File: src/hdl/oot_pkg.sv
// Package for the one-to-one ownership table.
// Holds the command and status codes, the table entry layout and the
// control and status structs shared by the controller and the datapath.
package oot_pkg;

    localparam logic [2:0] CMD_REGISTER     = 3'd0;
    localparam logic [2:0] CMD_UNREG_CLIENT = 3'd1;
    localparam logic [2:0] CMD_UNREG_ENTITY = 3'd2;
    localparam logic [2:0] CMD_FIND_CLIENT  = 3'd3;
    localparam logic [2:0] CMD_FIND_ENTITY  = 3'd4;
    localparam logic [2:0] CMD_OWNS         = 3'd5;
    localparam logic [2:0] CMD_CLEAR        = 3'd6;

    localparam logic [3:0] ST_REGISTERED   = 4'd0;
    localparam logic [3:0] ST_ALREADY      = 4'd1;
    localparam logic [3:0] ST_CLIENT_OTHER = 4'd2;
    localparam logic [3:0] ST_ENTITY_OWNED = 4'd3;
    localparam logic [3:0] ST_BAD_CLIENT   = 4'd4;
    localparam logic [3:0] ST_BAD_ENTITY   = 4'd5;
    localparam logic [3:0] ST_REMOVED      = 4'd6;
    localparam logic [3:0] ST_NOT_FOUND    = 4'd7;
    localparam logic [3:0] ST_FOUND        = 4'd8;
    localparam logic [3:0] ST_OWNS         = 4'd9;
    localparam logic [3:0] ST_CLEARED      = 4'd10;
    localparam logic [3:0] ST_FULL         = 4'd11;

    typedef struct packed {
        logic        valid;
        logic [31:0] client;
        logic [31:0] entity;
        logic [31:0] pos_x;
        logic [31:0] pos_y;
        logic [31:0] pos_z;
    } oot_entry_t;

    typedef struct packed {
        logic load;
        logic scan_rd;
        logic sweep_wr;
        logic finish;
    } oot_ctl_t;

    typedef struct packed {
        logic addr_last;
        logic is_clear;
        logic no_scan;
    } oot_stat_t;

endpackage

File: src/hdl/oot_ctrl.sv
// Controller state machine of the ownership table.
// Depends on oot_pkg for the control and status structs.
module oot_ctrl (
    input  logic              clk,
    input  logic              rst_n,
    input  logic              in_valid,
    output logic              in_ready,
    output logic              out_valid,
    input  logic              out_ready,
    output oot_pkg::oot_ctl_t ctl,
    input  oot_pkg::oot_stat_t stat
);

    typedef enum logic [2:0] {
        S_INIT,
        S_IDLE,
        S_DISPATCH,
        S_SCAN,
        S_DRAIN,
        S_CLEAR,
        S_FINISH
    } state_t;

    state_t state_reg;
    state_t state_next;
    logic   out_valid_reg;
    logic   out_valid_next;
    logic   out_free;

    assign in_ready  = (state_reg == S_IDLE);
    assign out_valid = out_valid_reg;
    assign out_free  = !out_valid_reg || out_ready;

    always_comb
    begin
        state_next     = state_reg;
        out_valid_next = out_valid_reg && !out_ready;
        ctl            = '0;
        case (state_reg)
            S_INIT:
            begin
                ctl.sweep_wr = 1'b1;
                if (stat.addr_last)
                begin
                    state_next = S_IDLE;
                end
            end
            S_IDLE:
            begin
                if (in_valid)
                begin
                    ctl.load   = 1'b1;
                    state_next = S_DISPATCH;
                end
            end
            S_DISPATCH:
            begin
                if (stat.is_clear)
                begin
                    state_next = S_CLEAR;
                end
                else if (stat.no_scan)
                begin
                    state_next = S_FINISH;
                end
                else
                begin
                    state_next = S_SCAN;
                end
            end
            S_SCAN:
            begin
                ctl.scan_rd = 1'b1;
                if (stat.addr_last)
                begin
                    state_next = S_DRAIN;
                end
            end
            S_DRAIN:
            begin
                state_next = S_FINISH;
            end
            S_CLEAR:
            begin
                ctl.sweep_wr = 1'b1;
                if (stat.addr_last)
                begin
                    state_next = S_FINISH;
                end
            end
            S_FINISH:
            begin
                if (out_free)
                begin
                    ctl.finish     = 1'b1;
                    out_valid_next = 1'b1;
                    state_next     = S_IDLE;
                end
            end
            default:
            begin
                state_next = S_IDLE;
            end
        endcase
    end

    always_ff @(posedge clk or negedge rst_n)
    begin
        if (!rst_n)
        begin
            state_reg     <= S_INIT;
            out_valid_reg <= 1'b0;
        end
        else
        begin
            state_reg     <= state_next;
            out_valid_reg <= out_valid_next;
        end
    end

endmodule

File: config.mk
export PLATFORM = sky130hd
export DESIGN_NAME = oot_ctrl
export DESIGN_NICKNAME = d
export VERILOG_FILES = /design/src/hdl/oot_pkg.sv /design/src/hdl/oot_ctrl.sv
export SDC_FILE = /design/constraint.sdc
export NUM_CORES = 1
export LEC_CHECK = 0
export BUFFER_PORTS_ARGS = -buffer_cell sky130_fd_sc_hd__buf_4
export CORE_AREA = 2 2 39 41
export DETAILED_ROUTE_END_ITERATION = 8
export DIE_AREA = 0 0 41 43
export GPL_TIMING_DRIVEN = 1
export SYNTH_ARGS = -nofsm -noshare
export SYNTH_HDL_FRONTEND = slang
export SYNTH_SLANG_ARGS = --single-unit
File: constraint.sdc
create_clock -name clk -period 1.31 [get_ports clk]
set_input_delay 0.3275 -clock clk [delete_from_list [all_inputs] [get_ports clk]]
set_output_delay 0.3275 -clock clk [all_outputs]
set_load 0.005 [all_outputs]
# --- Word level (Yosys, flattened, before mapping) ---
# Index checks and enable logic that the tools add are counted.
classes:
  eq_ne: 11
  order_cmp: 0
  n_reduce_logical: 7
  shifts: 0
  bitwise: 0
  n_mul: 0
  n_div: 0
  addsub: 0
  n_mux: 16
op_table:
  columns: ["cell", "count"]
  rows:
  - ["3-bit 2-to-1 mux", 7]
  - ["3-bit one-hot mux with 7 select lines", 1]
  - ["2-bit inequality test, second input constant", 5]
  - ["3-bit == test, second input constant", 3]
  - ["1-bit 2-to-1 mux", 8]
  - ["3-bit by 2-bit == test with 1-bit output, second input constant", 2]
  - ["5-bit AND reduction", 1]
  - ["3-bit by 1-bit == test with 1-bit output, second input constant", 1]
  - ["3-bit logical NOT", 1]
  - ["1-bit logical NOT", 2]
  - ["2-bit OR reduction", 1]
  - ["1-bit logical AND", 1]
  - ["1-bit logical OR", 1]
word_totals:
  ff_bits: 4
  word_cells: 36
  mem_bits_ro: 0
  input_bits: 7
  mem_count: 0
  output_inout_bits: 6
  latchBits: 0
  ramBits: 0

# --- Logic depth before layout (Yosys ltp) ---
# Gate-level depths: netlist of the first run.
logic_depth:
  word_depth: 4
  mapped_depth: 4

# --- Least setup slack after synthesis of the first run ---
# No wires, ideal clock.
synth_path:
  kind: "reg-to-output"
  startpoint: "register state_reg[0]"
  endpoint: "output port ctl[3] in the netlist's numbering"
  setup_slack_ns: 0.098
  arrival_time_ns: 0.885
  path_stages_with_launch: 4
  t_required_ns: 0.983
  n_path_buf: 1
  cell_sequence: "dfrtp_1 > buf_6 > nor3b_4 > and2_1"
synth_lines:
  columns: ["element", "line", "rtl"]
  rows:
  - ["start, declared", "oot_ctrl.sv:24", "state_t state_reg;"]
  - ["start signal, assigned", "oot_ctrl.sv:116", "state_reg <= state_next;"]
  - ["end, declared", "oot_ctrl.sv:10", "output oot_pkg::oot_ctl_t ctl,"]

==> impl_metrics.tcl, run 1 <==
set metrics [dict create \
    status "finished with violations" \
    violations "setup timing" \
    p_leak_nw 0.256 \
    switchingPower_mw 0.458 \
    final_layout_size_suffix_gt1_share_pct 55.4 \
    p_total_mw 1.28 \
    synth_edf_count 0 \
    crit_end "ctl[3]" \
    switching_share_pct 35.6 \
    cts-root-buf "clkbuf_4" \
    clk_pin_slew_ns 0.04 \
    grt_pass1_wl_um 1320 \
    die_h_um 43 \
    yosys.area.top_type "dfrtp_1" \
    dr.pass1.iters 4 \
    dieArea_mm2 0.00176 \
    track_usage_pct 11.5 \
    synth_fa_ha_area_share_pct 0 \
    finalSetupViolations 5 \
    syn_avg_cell_area_um2 9.71 \
    dpl_worst_slack_ns 0.0357 \
    max_stage_delay_ns 0.44 \
    synth_area_um2 320 \
    insertion_delay_ns 0.24 \
    finalCriticalPeriod_ns 1.46 \
    crit_fanout 4 \
    final_antenna_net_count 0 \
    muxShareOfSynthArea_pct 0 \
    h-tree-depth 1 \
    area_delta_synth_final_pct 67.2 \
    hpwl_um 568 \
    grt_pass1_vias 297 \
    drc 0 \
    cts_sinks 4 \
    hp-class "in2reg" \
    r2r_slack_ns 0.01 \
    antenna_found_initial 0 \
    synth_area_leaders "dfrtp_1, buf_6, nand2b_1" \
    die_x_um 41 \
    synth_most_common_cell "dfrtp_1" \
    synth_fp_nets 40 \
    p_per_area_mw_per_mm2 2400 \
    async_flop_share_pct 100 \
    netlist.area_leader.share_pct 31.3 \
    grt_max_degree 9 \
    cts_tree "done" \
    hold_violations 0 \
    ys_types 23 \
    startpoint "state_reg[1]" \
    cts_inserted_buffers 3 \
    slew_headroom_pct 87.1 \
    crit_type "reg2out" \
    post_drt_wl_per_cell_um 10.3 \
    port_buffers 12 \
    r2r_cells 5 \
    hold_path_depth 4 \
    fin_tns_setup_ns -0.550 \
    fp.coreArea_mm2 0.00138 \
    yosys.area_share.simple_pct 34.8 \
    fmax_mhz 686 \
    crit-reg2reg-launch "state_reg[2]" \
    layout.nets 65 \
    crit_chain "nor3b_4 > and2_1 > buf_4" \
    rsz0062_at_grt "yes" \
    rows 14 \
    grt.overflow.total 0 \
    clock_skew_ns 0.00319 \
    cts.path.max_buffers 2 \
    yosys_warnings 0 \
    place.gp.congestion 0.703 \
    initial_core_util_pct 23.1 \
    maxCapViolCount 0 \
    rr_endpoint "state_reg[0]" \
    p_comb_share_pct 65.9 \
    via_count 333 \
    viasPerCell 4.63 \
    diodes 0 \
    synth_ff_type "dfrtp_1" \
    pwr-share-clk_pct 11.8 \
    period_share_pct 111 \
    largest_register_ff_count 3 \
    synth_seq_cells 4 \
    synth_top_family_by_area "simple AND/OR/NAND/NOR gates" \
    worst-endpoint-arrival_ns 1.13 \
    placed_cell_area_um2 450 \
    worst_pin_slew_ns 0.193 \
    totalWireLength_um 741 \
    required_ns 0.98 \
    fin_area_um2 536 \
    drv_slew 0 \
    dr.first_iter.drc_count 1 \
    synth_cells 33 \
    yosys-top-cells-count "dfrtp_1, nand2_1, nand2b_1" \
    synth_xor_xnor_area_share_pct 2.73 \
    ios 13 \
    seq_area_frac_synth_pct 31.3 \
    intPower_mw 0.827 \
    cp-start-kind "flip-flop" \
    setup_ws_ns -0.147 \
    utilization_pct 38.7 \
    synth_compound_area_share_pct 21.9 \
    seqPwrFrac_pct 22.3 \
    crit_path_end_kind "output pin" \
    ir_worst_vdd_mv 0.933 \
    critPathSlowestCell "dfrtp_2" \
]
[worst max-delay path, delay by kind of cell (launching register included)]
kind                   cells  cell delay, ns
buffers and inverters      1            0.10
DFF                        1            0.44
and+or+nand+nor            2            0.35
[power groups by stage]
stage | registers (mW) | logic, mW | clock network (mW)
3_5_place_dp | 0.283 | 0.703 | 0
6_report | 0.286 | 0.846 | 0.152
2_1_floorplan | 0.224 | 0.495 | 0
3_3_place_gp | 0.280 | 0.696 | 0
5_1_grt | 0.298 | 0.929 | 0.176
4_1_cts | 0.287 | 0.840 | 0.159
[cell type report]
class | count | area (um2)
Multi-Input combinational cell | 26 | 195
Clock buffer | 3 | 22.5
Fill cell | 151 | 848
Tap cell | 16 | 20.0
Timing Repair Buffer | 23 | 195
Sequential cell | 4 | 103
[timing repair]
| item | CTS | global route |
|---|---|---|
| setup endpoints to repair | 5 | 7 |
| hold endpoints to repair | 4 | 0 |
| gates resized for setup | 4 | 1 |
| buffers inserted | 5 | 0 |
| pin swaps | 6 | 0 |
| hold buffers | 1 | 0 |
[cells by family after synthesis]
kind of cell / count (synthesis)
compound gates: 8
xor+xnor: 1
buf+inv: 3
flops: 4
simple gates: 17
[worst min path at each step]
stage                              end  slack [ns]    start
after floorplan              out_valid        0.03    rst_n
after global placement    state_reg[0]        0.13    rst_n
after global routing      state_reg[1]        0.43  stat[2]
after detailed placement  state_reg[0]        0.13    rst_n
after CTS                 state_reg[1]        0.41  stat[2]
final                     state_reg[1]        0.41  stat[2]
[metrics by stage]
step | instances | hold WS [ns]
4_1_cts | 72 | 0.409
5_1_grt | 72 | 0.430
3_5_place_dp | 63 | 0.126
6_report | 72 | 0.414
2_1_floorplan | 33 | 0.0319
3_3_place_gp | 63 | 0.127
[cell usage in the layout (no fill, tap or decap), types with 2 or more instances in the layout]
cell type  count
buf_4         19
buf_6          2
clkbuf_4       3
dfrtp_1        2
dfrtp_2        2
nand2_1        3
nand2b_1       3
nor2_1         2
[metal layers]
metal / global-route usage, % / routed length [um] / vias to the layer above / share of wire, %
met4: 8.00 / 20 / 0 / 2.7
met1: 13.9 / 295 / 152 / 40
met3: 3.14 / 35 / 2 / 4.7
met5: 0 / 0 / - / 0
li1: - / - / 171 / -
met2: 16.6 / 389 / 8 / 52
No activity file was read; power rests on OpenSTA's default activity.
==> inputs of run 2 (changes only) <==
- ABC_AREA: default -> 1
- TNS_END_PERCENT: default -> 5
==> impl_metrics.tcl, run 2 <==
set metrics [dict create \
    yosys_warnings 0 \
    post_drt_wl_per_cell_um 8.10 \
    synth_compound_area_share_pct 4.33 \
    synth_area_leaders "dfrtp_1, nand2_1, nand3_1" \
    fillCellCount 154 \
    netlist.area_leader.share_pct 28.9 \
    switchingPower_mw 0.537 \
    maxCapViolCount 0 \
    synth_area_um2 347 \
    pwr-share-clk_pct 12.5 \
    yosys.area_share.simple_pct 54.5 \
    rsz0062_at_grt "yes" \
    hp-class "in2async" \
    grt_pass1_vias 301 \
    p_comb_share_pct 63.1 \
    ys_types 14 \
    yosys-top-cells-count "nand2_1, inv_1, nand3_1, dfrtp_1" \
    crit_fanout 5 \
    layout_common_cells "buf_4, nand2_1, inv_1, nand3_1" \
    path_delay_family "flip-flops" \
    setup_ws_ns -0.102 \
    placed_cell_area_um2 452 \
    insertion_delay_ns 0.24 \
    worst-endpoint-arrival_ns 1.08 \
    final_layout_size_suffix_gt1_share_pct 49.3 \
    hold_violations 0 \
    worst_pin_slew_ns 0.220 \
    synth_ff_type "dfrtp_1" \
    slew_headroom_pct 85.2 \
    grt_pass1_wl_um 1150 \
    synth_edf_count 0 \
    clk_pin_slew_ns 0.04 \
    stdcell_count 91 \
    seqPwrFrac_pct 24.4 \
    totalWireLength_um 737 \
    required_ns 0.98 \
    antenna_found_initial 0 \
    layout.nets 84 \
    period_share_pct 108 \
    synth_fp_nets 61 \
    status "finished with violations" \
    area_delta_synth_final_pct 57.8 \
    port_buffers 12 \
    dr.pass1.iters 4 \
    synth_most_common_cell "nand2_1" \
    critPathSlowestCell "dfrtp_2" \
    muxShareOfSynthArea_pct 0 \
    fp.coreArea_mm2 0.00138 \
    crit_chain "inv_2 > nand3_1 > inv_1 > buf_4" \
    path_buf_inv 3 \
    h-tree-depth 1 \
    seqCellArea_um2 104 \
    place.gp.congestion 0.744 \
    synth_fa_ha_area_share_pct 0 \
    drv_slew 0 \
    crit_type "reg2out" \
    clock_skew_ns 0.00237 \
    yosys.area.top_type "dfrtp_1" \
    cp-start-kind "flip-flop" \
    cts_tree "done" \
    diodes 0 \
    switching_share_pct 44.0 \
    fin_area_um2 547 \
    fmax_mhz 708 \
    syn_avg_cell_area_um2 6.42 \
    p_per_area_mw_per_mm2 2230 \
    crit_path_end_kind "output pin" \
    synth_top_family_by_area "simple AND/OR/NAND/NOR gates" \
    cts_sinks 4 \
    finalSetupViolations 5 \
    viasPerCell 4.20 \
    grt_max_degree 8 \
    grt.overflow.total 0 \
    finalCriticalPeriod_ns 1.41 \
    die_h_um 43 \
    dieArea_mm2 0.00176 \
    async_flop_share_pct 100 \
    die_x_um 41 \
    largest_register_ff_count 3 \
    ios 13 \
    synth_cells 54 \
    drc 0 \
    seq_area_frac_synth_pct 28.9 \
    max_stage_delay_ns 0.44 \
    track_usage_pct 9.39 \
    cts-root-buf "clkbuf_4" \
    utilization_pct 39.5 \
    dr.first_iter.drc_count 3 \
    layout_commonest_cell "buf_4" \
    initial_core_util_pct 25.0 \
    violations "setup timing" \
    synth_seq_cells 4 \
    cts.path.max_buffers 2 \
    hpwl_um 562 \
    ir_worst_vdd_mv 0.767 \
    p_leak_nw 0.319 \
    placed_cells 81 \
    intPower_mw 0.684 \
    synth_xor_xnor_area_share_pct 0 \
    cts_inserted_buffers 3 \
    rows 14 \
    multi_input_area_um2 218 \
    via_count 382 \
    final_antenna_net_count 0 \
]
==> run 2: worst reg2reg max path, stage by stage (launching register included) <==
cell and delay [ns]:
dfrtp_2 0.42, inv_2 0.07, nand3_1 0.10, inv_1 0.07, buf_4 0.13, buf_4 0.12
a21oi_1 0.15, nand2_1 0.07
==> run 2: per-layer routing <==
| layer | track usage, % | share of wire, % |
|---|---|---|
| met5 | 0 | 0 |
| met3 | 0 | 4.9 |
| met1 | 13.1 | 46 |
| met2 | 13.8 | 46 |
| met4 | 6.00 | 2.0 |
==> run 2: stage by stage <==
stage	hold slack (ns)	setup slack (ns)	total power, mW	TNS [ns]
final	0.425	-0.102	1.22	-0.388
after global routing	0.443	-0.172	1.35	-0.724
after CTS	0.434	-0.0998	1.14	-0.414
after detailed placement	0.126	0.0962	0.912	0
after global placement	0.124	0.113	0.905	0
after floorplan	0.0319	0.202	0.716	0
==> run 2: cells by family (layout without fill, tap and decap cells) <==
kind of cell           after synthesis  in the layout
AND/OR/NAND/NOR                     36             36
AO/OA/AOI/OAI                        3              3
flip-flops                           4              4
buffers and inverters               11             32
==> run 2: worst paths after layout <==
path	start	to	slack (ns)	cells past startpoint
max	state_reg[2]	ctl[2]	-0.10	4
min	rst_n	state_reg[2]	0.43	2
max reg2reg	state_reg[2]	state_reg[1]	0.07	7
min reg2reg	state_reg[2]	state_reg[2]	0.57	2
max in group asynchronous	rst_n	state_reg[1]	0.77	2
min in group clk	out_ready	out_valid	0.45	4
==> run 2: repair_timing <==
item / in CTS / in global routing
endpoints found under the setup margin: 5 / 5
setup buffers: 3 / 3
endpoints found under the hold margin: 4 / 0
gates resized for setup: 4 / 2
hold buffers: 1 / 0
==> run 2: cell type report <==
| cell class | count | share of cell area [%] |
|---|---|---|
| clock buffer | 3 | 4.12 |
| inverter | 10 | 6.86 |
| timing repair buffer | 19 | 26.5 |
| sequential | 4 | 19.0 |
| multi-input combinational | 39 | 39.8 |
| tap | 16 | 3.66 |
==> run 2: power groups by stage <==
stage	combinational (mW)	sequential (mW)	clock (mW)
after global routing	0.868	0.312	0.168
after detailed placement	0.617	0.295	0
after floorplan	0.468	0.248	0
after CTS	0.695	0.294	0.153
after global placement	0.616	0.289	0
final	0.770	0.298	0.153
==> inputs of run 3 (changes only) <==
- ABC_AREA: 1 -> default
==> impl_metrics.tcl, run 3 (synthesis gave the netlist of run 1 again) <==
set metrics [dict create \
    dr.first_iter.drc_count 3 \
    dpl_worst_slack_ns 0.0357 \
    track_usage_pct 10.8 \
    status "finished with violations" \
    fp.coreArea_mm2 0.00138 \
    stdcell_count 71 \
    finalCriticalPeriod_ns 1.45 \
    grt.overflow.total 0 \
    layout_commonest_cell "buf_4" \
    largest_register_ff_count 3 \
    post_drt_wl_per_cell_um 10.1 \
    crit_fanout 6 \
    insertion_delay_ns 0.24 \
    hp-class "in2reg" \
    rows 14 \
    drc 0 \
    ios 13 \
    antenna_found_initial 0 \
    layout_common_cells "buf_4, nand2_1, nand2b_1, clkbuf_4" \
    diodes 0 \
    crit_type "reg2out" \
    multi_input_area_um2 195 \
    period_share_pct 111 \
    required_ns 0.98 \
    worst_pin_slew_ns 0.191 \
    rsz0062_at_grt "yes" \
    violations "setup timing" \
    finalSetupViolations 5 \
    port_buffers 12 \
    grt_max_degree 9 \
    viasPerCell 4.52 \
    area_delta_synth_final_pct 62.5 \
    placed_cells 63 \
    h-tree-depth 1 \
    cts_tree "done" \
    p_per_area_mw_per_mm2 2370 \
    cp-start-kind "flip-flop" \
    via_count 321 \
    final_antenna_net_count 0 \
    hold_path_depth 4 \
    slew_headroom_pct 87.2 \
    crit_path_end_kind "output pin" \
    cts-root-buf "clkbuf_4" \
    hpwl_um 568 \
    p_leak_nw 0.248 \
    cts_inserted_buffers 3 \
    totalWireLength_um 719 \
    seqCellArea_um2 103 \
    cts.path.max_buffers 2 \
    clock_skew_ns 0.00319 \
    clk_pin_slew_ns 0.04 \
    initial_core_util_pct 23.1 \
    final_layout_size_suffix_gt1_share_pct 54.5 \
    dr.pass1.iters 2 \
    cts_sinks 4 \
    setup_ws_ns -0.144 \
    worst-endpoint-arrival_ns 1.13 \
    grt_pass1_wl_um 1230 \
    place.gp.congestion 0.703 \
    fmax_mhz 688 \
    fillCellCount 152 \
    die_x_um 41 \
    drv_slew 0 \
    utilization_pct 37.6 \
    layout.nets 64 \
    grt_pass1_vias 280 \
    die_h_um 43 \
    r2r_cells 5 \
    dieArea_mm2 0.00176 \
    maxCapViolCount 0 \
    hold_violations 0 \
    ir_worst_vdd_mv 0.911 \
]
## run 3: cell types whose count changed in the layout (fill, tap and decap cells not counted), sizes merged, moves of 3 or more
cell and change:
buf +3, nor2 -3, nor3b +3, nand2 -16, nand2b +3, inv -10, nand3 -9
## run 3: metal layers
metal | GRT usage (%) | share of wire, %
met5 | 0 | 0
met4 | 8.00 | 2.8
met3 | 3.14 | 4.9
met2 | 15.6 | 51
met1 | 12.6 | 41
## run 3: timing repair
action,CTS,global route
endpoints found under the setup margin,5,7
gates resized for setup,2,1
hold buffers,1,0
buffers inserted,4,0
hold endpoints to repair,4,0
pin swaps,5,0
## run 3: final timing paths
path / from / slack, ns / end
max reg2reg: state_reg[2] / 0.01 / state_reg[0]
max in group asynchronous: rst_n / 0.77 / state_reg[2]
min reg2reg: state_reg[2] / 0.58 / state_reg[1]
min in group asynchronous: rst_n / 0.43 / state_reg[1]
min: stat[2] / 0.42 / state_reg[1]
max: state_reg[2] / -0.14 / ctl[3]
## run 3: final cells by class
class | count | share of cell area [%]
Multi-Input combinational cell | 26 | 37.5
Tap cell | 16 | 3.85
Timing Repair Buffer | 22 | 34.6
Sequential cell | 4 | 19.7
Clock buffer | 3 | 4.33
## run 3: per-stage QoR
step	cell area, um2	hold slack [ns]	power, mW	TNS (ns)
after floorplan	320	0.0319	0.718	0
after global placement	450	0.127	0.975	0
after detailed placement	450	0.126	0.986	0
after CTS	519	0.413	1.25	-0.635
after global routing	520	0.430	1.35	-0.930
final	520	0.416	1.23	-0.541
## run 3: report_power, final
| group | internal [mW] | total [mW] | switching [mW] | leakage, nW |
|---|---|---|---|---|
| clock | 0.102 | 0.152 | 0.0494 | 0.0138 |
| combinational | 0.494 | 0.800 | 0.306 | 0.188 |
| sequential | 0.193 | 0.281 | 0.0882 | 0.0463 |
## run 3: worst max-delay path: stages, from the launching register on
cell and delay [ns]:
dfrtp_2 0.45, nor3b_4 0.20, and2_1 0.14, buf_4 0.10
